==> src/hdl/pdc_pkg.sv <==
package pdc_pkg;

  localparam int unsigned ErrW   = 16;
  localparam int unsigned GainW  = 16;
  localparam int unsigned SumW   = 32;
  localparam int unsigned LimitW = 15;
  localparam int unsigned IdxW   = 3;
  localparam int unsigned CfgW   = 16;

  // register indexes on the configuration port
  localparam logic [IdxW-1:0] REG_KP_GAIN         = 3'd0;
  localparam logic [IdxW-1:0] REG_KI_GAIN         = 3'd1;
  localparam logic [IdxW-1:0] REG_KD_GAIN         = 3'd2;
  localparam logic [IdxW-1:0] REG_INTEGRAL_LIMIT  = 3'd3;
  localparam logic [IdxW-1:0] REG_POWER_LIMIT     = 3'd4;
  localparam logic [IdxW-1:0] REG_INTEGRAL_ENABLE = 3'd5;

  localparam logic [GainW-1:0]  RST_GAIN            = 16'd0;
  localparam logic [ErrW-1:0]   RST_INTEGRAL_LIMIT  = 16'h7fff;
  localparam logic [LimitW-1:0] RST_POWER_LIMIT     = 15'd200;
  localparam logic              RST_INTEGRAL_ENABLE = 1'b1;

  localparam logic signed [SumW:0] SUM_MAX = 33'sh0_7fff_ffff;
  localparam logic signed [SumW:0] SUM_MIN = 33'sh1_8000_0000;

  typedef struct packed {
    logic signed [GainW-1:0]  kp_gain;
    logic signed [GainW-1:0]  ki_gain;
    logic signed [GainW-1:0]  kd_gain;
    logic signed [ErrW-1:0]   integral_limit;
    logic        [LimitW-1:0] power_limit;
    logic                     integral_enable;
  } cfg_t;

  // operands handed from the state stage to the product stage
  typedef struct packed {
    logic signed [ErrW-1:0] error;
    logic signed [ErrW:0]   delta;
    logic signed [SumW-1:0] integ;
  } stage_t;

endpackage

==> src/hdl/pdc_cfg.sv <==
module pdc_cfg (
  input  logic                        clk,
  input  logic                        rst_n,
  input  logic                        cfg_we,
  input  logic [pdc_pkg::IdxW-1:0]    cfg_index,
  input  logic [pdc_pkg::CfgW-1:0]    cfg_wdata,
  output pdc_pkg::cfg_t               cfg
);

  pdc_pkg::cfg_t cfg_r;
  pdc_pkg::cfg_t cfg_nxt;

  always_comb begin
    cfg_nxt = cfg_r;
    if (cfg_we) begin
      unique case (cfg_index)
        pdc_pkg::REG_KP_GAIN:         cfg_nxt.kp_gain = cfg_wdata;
        pdc_pkg::REG_KI_GAIN:         cfg_nxt.ki_gain = cfg_wdata;
        pdc_pkg::REG_KD_GAIN:         cfg_nxt.kd_gain = cfg_wdata;
        pdc_pkg::REG_INTEGRAL_LIMIT:  cfg_nxt.integral_limit = cfg_wdata;
        pdc_pkg::REG_POWER_LIMIT:     cfg_nxt.power_limit = cfg_wdata[pdc_pkg::LimitW-1:0];
        pdc_pkg::REG_INTEGRAL_ENABLE: cfg_nxt.integral_enable = cfg_wdata[0];
        default:                      cfg_nxt = cfg_r; // drop writes beyond the map
      endcase
    end
  end

  always_ff @(posedge clk) begin
    if (!rst_n) begin
      cfg_r.kp_gain         <= pdc_pkg::RST_GAIN;
      cfg_r.ki_gain         <= pdc_pkg::RST_GAIN;
      cfg_r.kd_gain         <= pdc_pkg::RST_GAIN;
      cfg_r.integral_limit  <= pdc_pkg::RST_INTEGRAL_LIMIT;
      cfg_r.power_limit     <= pdc_pkg::RST_POWER_LIMIT;
      cfg_r.integral_enable <= pdc_pkg::RST_INTEGRAL_ENABLE;
    end else begin
      cfg_r <= cfg_nxt;
    end
  end

  assign cfg = cfg_r;

endmodule

==> src/hdl/pdc_front.sv <==
module pdc_front (
  input  logic                      clk,
  input  logic                      rst_n,
  input  pdc_pkg::cfg_t             cfg,
  input  logic                      in_tvalid,
  output logic                      in_tready,
  input  logic [pdc_pkg::ErrW-1:0]  in_tdata,
  input  logic                      back_ready,
  output logic                      s_valid,
  output pdc_pkg::stage_t           s_data
);

  logic                              s_valid_r;
  pdc_pkg::stage_t                   s_data_r;
  pdc_pkg::stage_t                   s_data_nxt;
  logic signed [pdc_pkg::ErrW-1:0]   last_error_r;
  logic signed [pdc_pkg::SumW-1:0]   error_sum_r;
  logic signed [pdc_pkg::SumW-1:0]   error_sum_nxt;
  logic signed [pdc_pkg::ErrW-1:0]   err;
  logic signed [pdc_pkg::SumW:0]     acc;
  logic                              take;

  assign in_tready = !s_valid_r || back_ready;
  assign take      = in_tvalid && in_tready;
  assign err       = $signed(in_tdata);

  always_comb begin
    acc = $signed({error_sum_r[pdc_pkg::SumW-1], error_sum_r}) +
          $signed({{(pdc_pkg::SumW + 1 - pdc_pkg::ErrW){err[pdc_pkg::ErrW-1]}}, err});
    error_sum_nxt = error_sum_r;
    if (cfg.integral_enable) begin
      if (err < cfg.integral_limit) begin
        // saturate at the signed 32-bit bounds
        if (acc > pdc_pkg::SUM_MAX) begin
          error_sum_nxt = pdc_pkg::SUM_MAX[pdc_pkg::SumW-1:0];
        end else if (acc < pdc_pkg::SUM_MIN) begin
          error_sum_nxt = pdc_pkg::SUM_MIN[pdc_pkg::SumW-1:0];
        end else begin
          error_sum_nxt = acc[pdc_pkg::SumW-1:0];
        end
      end else begin
        error_sum_nxt = '0;
      end
    end
    s_data_nxt.error = err;
    s_data_nxt.delta = $signed({err[pdc_pkg::ErrW-1], err}) -
                       $signed({last_error_r[pdc_pkg::ErrW-1], last_error_r});
    // PD mode: the integral term contributes nothing
    s_data_nxt.integ = cfg.integral_enable ? error_sum_nxt : '0;
  end

  always_ff @(posedge clk) begin
    if (!rst_n) begin
      s_valid_r    <= 1'b0;
      last_error_r <= '0;
      error_sum_r  <= '0;
    end else begin
      if (in_tready) begin
        s_valid_r <= in_tvalid;
      end
      if (take) begin
        last_error_r <= err;
        error_sum_r  <= error_sum_nxt;
      end
    end
  end

  always_ff @(posedge clk) begin
    if (take) begin
      s_data_r <= s_data_nxt;
    end
  end

  assign s_valid = s_valid_r;
  assign s_data  = s_data_r;

endmodule

==> src/hdl/pdc_back.sv <==
module pdc_back (
  input  logic                      clk,
  input  logic                      rst_n,
  input  pdc_pkg::cfg_t             cfg,
  input  logic                      s_valid,
  input  pdc_pkg::stage_t           s_data,
  output logic                      back_ready,
  output logic                      out_tvalid,
  input  logic                      out_tready,
  output logic [pdc_pkg::ErrW-1:0]  out_tdata,
  output logic [0:0]                out_tuser
);

  localparam int unsigned PW = 32;
  localparam int unsigned DW = 33;
  localparam int unsigned IW = 48;
  localparam int unsigned TW = 50;
  localparam int unsigned QW = TW - 8;

  logic                            out_tvalid_r;
  logic [pdc_pkg::ErrW-1:0]        drive_r;
  logic [pdc_pkg::ErrW-1:0]        drive_nxt;
  logic                            clamped_r;
  logic                            clamped_nxt;
  logic signed [PW-1:0]            p_term;
  logic signed [DW-1:0]            d_term;
  logic signed [IW-1:0]            i_term;
  logic signed [TW-1:0]            total;
  logic signed [QW-1:0]            q;
  logic signed [QW-1:0]            pos_lim;
  logic signed [QW-1:0]            neg_lim;

  assign back_ready = !out_tvalid_r || out_tready;

  always_comb begin
    p_term  = cfg.kp_gain * s_data.error;
    d_term  = cfg.kd_gain * s_data.delta;
    i_term  = cfg.ki_gain * s_data.integ;
    total   = TW'(p_term) + TW'(d_term) + TW'(i_term);
    q       = QW'(total >>> 8);   // floor division by 256
    pos_lim = $signed({{(QW - pdc_pkg::LimitW){1'b0}}, cfg.power_limit});
    neg_lim = -pos_lim;
    clamped_nxt = 1'b0;
    drive_nxt   = q[pdc_pkg::ErrW-1:0];
    if (q > pos_lim) begin
      drive_nxt   = pos_lim[pdc_pkg::ErrW-1:0];
      clamped_nxt = 1'b1;
    end else if (q < neg_lim) begin
      drive_nxt   = neg_lim[pdc_pkg::ErrW-1:0];
      clamped_nxt = 1'b1;
    end
  end

  always_ff @(posedge clk) begin
    if (!rst_n) begin
      out_tvalid_r <= 1'b0;
    end else if (back_ready) begin
      out_tvalid_r <= s_valid;
    end
  end

  always_ff @(posedge clk) begin
    if (back_ready && s_valid) begin
      drive_r   <= drive_nxt;
      clamped_r <= clamped_nxt;
    end
  end

  assign out_tvalid   = out_tvalid_r;
  assign out_tdata    = drive_r;
  assign out_tuser[0] = clamped_r;

endmodule

==> src/hdl/pid_drive_controller.sv <==
// PID drive controller. Each input transaction carries one signed error sample and
// yields one output transaction with the drive value
// (kp*e + ki*I + kd*(e - last)) >>> 8, gains signed Q8.8, clamped to +/- power_limit,
// and a flag that marks when the clamp acted. The integral adds e while e is below
// integral_limit, clears otherwise, and saturates at 32 bits; integral_enable = 0 gives
// PD-only operation with the integral left untouched. The block takes one sample per
// clock unless out_tready holds back the output: the integral and previous-error
// registers update as a sample is taken, and a second register stage forms the three
// products, the sum and the clamp. Write configuration only while the block is idle.
module pid_drive_controller (
  input  logic                        clk,
  input  logic                        rst_n,
  input  logic                        in_tvalid,
  output logic                        in_tready,
  input  logic [15:0]                 in_tdata,    // [15:0] error_sample
  output logic                        out_tvalid,
  input  logic                        out_tready,
  output logic [15:0]                 out_tdata,   // [15:0] drive
  output logic [0:0]                  out_tuser,   // [0] clamped
  input  logic                        cfg_we,
  input  logic [pdc_pkg::IdxW-1:0]    cfg_index,
  input  logic [pdc_pkg::CfgW-1:0]    cfg_wdata
);

  pdc_pkg::cfg_t   cfg;
  pdc_pkg::stage_t s_data;
  logic            s_valid;
  logic            back_ready;

  pdc_cfg u_cfg (
    .clk       (clk),
    .rst_n     (rst_n),
    .cfg_we    (cfg_we),
    .cfg_index (cfg_index),
    .cfg_wdata (cfg_wdata),
    .cfg       (cfg)
  );

  pdc_front u_front (
    .clk        (clk),
    .rst_n      (rst_n),
    .cfg        (cfg),
    .in_tvalid  (in_tvalid),
    .in_tready  (in_tready),
    .in_tdata   (in_tdata),
    .back_ready (back_ready),
    .s_valid    (s_valid),
    .s_data     (s_data)
  );

  pdc_back u_back (
    .clk        (clk),
    .rst_n      (rst_n),
    .cfg        (cfg),
    .s_valid    (s_valid),
    .s_data     (s_data),
    .back_ready (back_ready),
    .out_tvalid (out_tvalid),
    .out_tready (out_tready),
    .out_tdata  (out_tdata),
    .out_tuser  (out_tuser)
  );

endmodule
==> config.mk <==
export PLATFORM = sky130hd
export DESIGN_NAME = pid_drive_controller
export DESIGN_NICKNAME = d
export VERILOG_FILES = /design/src/hdl/pdc_pkg.sv /design/src/hdl/pdc_cfg.sv /design/src/hdl/pdc_front.sv /design/src/hdl/pdc_back.sv /design/src/hdl/pid_drive_controller.sv
export SDC_FILE = /design/constraint.sdc
export NUM_CORES = 2
export LEC_CHECK = 0
export ABC_AREA = 1
export ABC_CLOCK_PERIOD_IN_PS = 9700
export BUFFER_PORTS_ARGS = -buffer_cell sky130_fd_sc_hd__buf_2
export CORE_ASPECT_RATIO = 1.75
export CORE_MARGIN = 1.5
export CORE_UTILIZATION = 47
export CTS_BUF_LIST = sky130_fd_sc_hd__clkbuf_8
export DETAILED_ROUTE_END_ITERATION = 6
export PLACE_DENSITY = 0.73
export SYNTH_ARGS = -nofsm -noshare
export SYNTH_HDL_FRONTEND = slang
export SYNTH_SLANG_ARGS = --single-unit
export TNS_END_PERCENT = 50
==> constraint.sdc <==
create_clock -name clk -period 9.7 [get_ports clk]
set_input_delay 1.455 -clock clk [delete_from_list [all_inputs] [get_ports clk]]
set_output_delay 1.455 -clock clk [all_outputs]
set_load 0.02 [all_outputs]
# Word-level counts from Yosys, hierarchy flattened
# Index checks and enable logic that the tools add are counted.
[op_classes]
muxes = 7
n_eq_ne = 5
order_cmp = 5
n_reduce_logical = 13
multipliers = 3
n_addsub = 5
[ops]
columns = ["op", "count"]
rows = [
  ["32-bit two-way mux", 4],
  ["34-bit by 48-bit adder with 49-bit output", 1],
  ["16-bit by 32-bit multiplier with 48-bit output", 1],
  ["42-bit by 16-bit greater-than comparator with 1-bit output", 1],
  ["42-bit less-than comparator", 1],
  ["15-bit negator with 42-bit output", 1],
  ["32-bit by 33-bit adder with 34-bit output", 1],
  ["32-bit by 16-bit adder with 33-bit output", 1],
  ["33-bit by 32-bit greater-than comparator with 1-bit output (second input constant)", 1],
  ["33-bit by 32-bit less-than comparator with 1-bit output (second input constant)", 1],
  ["16-bit by 17-bit multiplier with 33-bit output", 1],
  ["16-bit by 16-bit multiplier with 32-bit output", 1],
  ["16-bit by 16-bit subtractor with 17-bit output", 1],
  ["16-bit less-than comparator", 1],
  ["16-bit two-way mux", 1],
  ["15-bit two-way mux", 1],
  ["2-bit AND reduction", 6],
  ["3-bit by 2-bit equality test with 1-bit output (second input constant)", 2],
  ["3-bit equality test (second input constant)", 2],
  ["3-bit by 1-bit equality test with 1-bit output (second input constant)", 1],
  ["3-bit zero test", 1],
  ["1-bit logical AND", 2],
  ["1-bit zero test", 2],
  ["1-bit logical OR", 2],
  ["1-bit two-way mux", 1],
]
[totals]
reg_bits = 212
output_inout_bits = 19
in_bits = 40
elab_cells = 54

# Depth between registers and ports, before layout
[logic_depth]
word_depth = 6
depth_mapped = 57
depth_no_buf = 54

# By module
# A second synthesis with hierarchy kept.
[hier_totals]
hier_cells = 7040
area_unflattened_um2 = 56367.8
[modules_own_cells]
columns = ["module", "seq_area_each_um2", "cells_per_inst", "area_each_um2", "n_inst"]
rows = [
  ["pdc_back", 530.5, 5571, 45551.2, 1],
  ["pdc_front", 2932.8, 1023, 7608.5, 1],
  ["pdc_cfg", 1601.5, 446, 3208.1, 1],
]

# Worst setup path before layout
# Ideal clock, no wire load.
[synth_path]
path_type = "flip-flop to flip-flop"
start = "register u_cfg.cfg_r, in the netlist u_cfg.cfg[33]"
end = "register u_back.drive_r, in the netlist u_back.out_tdata[7] (data pin)"
setup_slack_ps = 180
arrival_ps = 9262
setup_time_ps = 258
path_stages_with_launch = 38
t_required_ps = 9442
period_less_slack_ps = 9520
path_buffers = 3
cell_sequence = "dfxtp_1 clkbuf_1 clkbuf_1 nand2_1 fa_1 inv_1 fa_1 inv_1 fa_1 fa_1 inv_1 fa_1 fa_1 fa_1 inv_1 fa_1 fa_1 inv_1 [2 not listed] inv_1 a21oi_1 o21ai_0 a21oi_1 inv_1 a31oi_1 xnor2_1 inv_1 ha_1 nand2_1 or2_2 nand3_1 nor2_1 nand3_4 nand2_4 buf_8 nand3_2 nand3_2"
[synth_between]
elab_chain_cells = 6
elab_cells_between_ends = 7
cone_classes = "add/sub: 2; mul: 1; order compare: 2; mux: 2"
[synth_lines]
columns = ["element", "line", "rtl"]
rows = [
  ["from (decl)", "pdc_cfg.sv:10", "pdc_pkg::cfg_t cfg_r;"],
  ["from (signal assigned)", "pdc_cfg.sv:37", "cfg_r <= cfg_nxt;"],
  ["16-bit by 17-bit multiplier with 33-bit output *", "pdc_back.sv:37", "d_term = cfg.kd_gain * s_data.delta;"],
  ["32-bit by 33-bit adder with 34-bit output *", "pdc_back.sv:39", "total = TW'(p_term) + TW'(d_term) + TW'(i_term);"],
  ["34-bit by 48-bit adder with 49-bit output *", "pdc_back.sv:39", ""],
  ["42-bit less-than comparator", "pdc_back.sv:48", "end else if (q < neg_lim) begin"],
  ["16-bit two-way mux", "pdc_back.sv:48", ""],
  ["15-bit two-way mux *", "pdc_back.sv:45", "if (q > pos_lim) begin"],
  ["named net u_back.drive_nxt, one bit", "pdc_back.sv:22", "logic [pdc_pkg::ErrW-1:0] drive_nxt;"],
  ["to (signal assigned)", "pdc_back.sv:64", "drive_r <= drive_nxt;"],
  ["to (decl)", "pdc_back.sv:21", "logic [pdc_pkg::ErrW-1:0] drive_r;"],
]
# Mark *: on every way through the listed nets, which the timed path passes. The rest lies on a longest branch.
# A chain may end at the register's enable or synchronous reset.

# Worst setup path after layout
[layout_path]
start = "register u_front.s_data_r, in the netlist u_front.s_data[7]"
end = "register u_back.drive_r, in the netlist u_back.out_tdata[8] (data pin)"
[layout_between]
elab_chain_cells = 5
elab_cells_between_ends = 6
cone_classes = "add/sub: 1; mul: 1; order compare: 2; mux: 2"
[layout_lines]
columns = ["element", "line", "rtl"]
rows = [
  ["from (decl)", "pdc_front.sv:14", "pdc_pkg::stage_t s_data_r;"],
  ["from (signal assigned)", "pdc_front.sv:70", "s_data_r <= s_data_nxt;"],
  ["16-bit by 32-bit multiplier with 48-bit output *", "pdc_back.sv:38", "i_term = cfg.ki_gain * s_data.integ;"],
  ["34-bit by 48-bit adder with 49-bit output *", "pdc_back.sv:39", ""],
  ["42-bit less-than comparator", "pdc_back.sv:48", ""],
  ["16-bit two-way mux", "pdc_back.sv:48", ""],
  ["15-bit two-way mux *", "pdc_back.sv:45", ""],
  ["named net u_back.drive_nxt, one bit", "pdc_back.sv:22", ""],
]
# Marks and branches as above.

==> reports/metrics.cfg <==
[global_routing]
overflow = 0
grt_pass1_wl_um = 275000
grt_max_degree = 64
grt_pass1_vias = 48766
grt_usage = 0.315
antenna_found_initial = 4

[critical_path]
crit_buf_inv = 8
path_class = reg -> reg
critPathMaxFanout = 7
critical_path_depth = 39
crit_slowest_cell = fa_1
crit_top_cell = fa_1
end_kind = register
critPathLaunchType = register
cp.required_ns = 10.14
crit_arrival_ns = 10.02
path_delay_family = adder cells
cpPeakStageDelay_ns = 0.62
ff2ff_path_depth = 39

[drt]
avgRoutedWirePerCell_um = 20.9
routed-via-count = 44154
wl_um = 179000
vias_per_cell = 5.17
drt-initial-drc-count = 2954
ant_nets = 0
drcViolationCount = 5
drt_pass1_iterations = 7

[yosys]
yosys.area.top_type_share = 0.464
synth_area_um2 = 54800
synth.avg_cell_area_um2 = 8.25
yosysWarnings = 0
synth_area_leaders = fa_1 46%, inv_1 14%, nand2_1 9.8%, ha_1 7.9%, dfxtp_1 4.7%
syn_inst = 6646
synth_enable_flop_cells = 82
synthArstFlopShare = 0
synth_fp_nets = 8302
synth_seq_cells = 212
yosysSeqAreaShare = 0.0924
synth.largest_area_cell = fa_1
ys_types = 55
synthFlopType = dfxtp_1

[cts]
htreeDepth = 2
cts_hold_buf = 0
clk_latency_ns = 0.72
cts_buffers = 36
clk_pin_slew_ns = 0.08
cts_root_buffer = clkbuf_8
clock_path_buffers = 3
tritoncts = yes
cts.sinks = 212

[timing]
grt_setup_unrepaired = yes
max_slew.worst_pin.slew_ns = 1.20
period_needed_ns = 9.58
skew_ns = 0.0862
hold_violations = 0
finalMaxSlewViolations = 0
hold_ws_ns = 0.460
slew_headroom = 0.192
post-route-period-util = 0.988
setup_viol = 0
timing.fmax_mhz = 104
setup_slack_ns = 0.120

[cells_and_area]
layout_common_cells = 1959 x inv_1, 1374 x nand2_1, 1203 x fa_1
fin_util = 0.546
synthToLayoutAreaGrowth_pct = 15.1
multiInputGateArea_um2 = 42200
regArea_um2 = 5110
final_nets = 8665
stdcell_area_um2 = 63100
final_common_cell = inv_1
n_fill_cell = 10402
layout-drive-gt1-share = 0.152

[floorplan]
fp.dieW_um = 261
die_area_um2 = 119000
core_area_um2 = 116000
dieHeight_um = 455
fp-row-count = 165
pin_count = 59
start_util = 0.474

[hold_path]
min_path_cells = 2
min_path_type = reg -> reg

[placement]
hpwlAfterDp_um = 151000
portBuffers = 58
dp_slack_ns = -0.284
post_dp_cell_area_um2 = 60200
place_congestion = 1.05

[status]
violations = design-rule violations
status = finished, violations left

[flow_run]
cap_viol_max_count = 0

[what timing repair did]
| item | CTS | global route |
|---|---|---|
| buffers inserted | 9 | 55 |
| pin swaps | 1 | 193 |
| gates cloned | 0 | 6 |
| endpoints found under the setup margin | 17 | 17 |
| gates resized for setup | 15 | 392 |
[state kept, by name (all words and copies together), names as in the netlist]
register              cells
u_back.out_tuser          1
u_front.error_sum_r      32
u_back.out_tvalid         1
u_cfg.cfg                80
u_front.last_error_r     16
u_back.out_tdata         16
u_front.s_data           65
u_front.s_valid           1
[synth_stat cells, types with 5 or more instances]
cell	count
inv_1	2007
nand2_1	1430
fa_1	1271
ha_1	345
nor2_1	287
clkbuf_1	283
a21oi_1	210
o21ai_0	146
dfxtp_1	130
nand3_1	108
edfxtp_1	82
xor2_1	52
xnor2_1	39
o21a_1	36
nand4_1	35
nor3_1	20
nand3_2	15
inv_2	11
nand2_2	10
o211ai_1	10
o21bai_1	10
or2_2	10
nand3b_1	8
buf_2	7
clkinv_1	7
o21ai_1	7
a211oi_1	6
a31oi_1	6
buf_4	6
nor2_2	6
a21boi_1	5
a21oi_2	5
[logic make-up (layout without fill, tap and decap cells)]
logic type / count (synthesis) / count (layout) / share of synthesized area
AOI/OAI and AO/OA: 454 / 454 / 0.0458
and+or+nand+nor: 1946 / 1946 / 0.144
adders and majority gates: 1616 / 1616 / 0.543
DFF: 212 / 212 / 0.0924
xor gates and xnor gates: 91 / 91 / 0.0145
buffers and inverters: 2327 / 2717 / 0.161
other: 0 / 2 / 0
[final timing paths]
check	start	to	slack, ns
max	u_front.s_data[7]	u_back.out_tdata[8]	0.12
min	u_front.last_error_r[7]	u_front.last_error_r[7]	0.46
min reg2reg	u_front.last_error_r[7]	u_front.last_error_r[7]	0.46
max reg2reg	u_front.s_data[7]	u_back.out_tdata[8]	0.12
[routing by layer]
| metal | vias to the layer above | global-route usage | wire length (um) |
|---|---|---|---|
| li1 | 19588 | - | - |
| met1 | 21984 | 0.299 | 54200 |
| met2 | 1748 | 0.561 | 91500 |
| met3 | 830 | 0.0451 | 9170 |
| met4 | 4 | 0.329 | 24000 |
| met5 | - | 0 | 26 |
[per-stage QoR]
step,std cells,setup TNS [ns]
after floorplan,6646,0
after global placement,8406,-2.75
after detailed placement,8406,-4.50
after CTS,8480,0
after global routing,8540,-5.24
final,8541,0
[worst min-delay path: cells and delay by family (launching register included)]
kind | cells | cell delay [ns]
flops | 1 | 0.30
buf+inv | 1 | 0.06
compound gates | 1 | 0.06
[area by class of cell]
cell class                      instances  share of cell area
Multi-Input combinational cell       4107               0.669
Inverter                             2025               0.121
Timing Repair Buffer                  626              0.0865
Sequential cell                       212              0.0810
Tap cell                             1503              0.0298
Clock buffer                           41             0.00895
Clock inverter                         24             0.00373
Timing Repair inverter                  1            0.000139
Antenna cell                            2           0.0000793
Power is left out: the tool's default activity adds up to more than one toggle a clock period on the data nets, which glitch-free logic cannot reach.
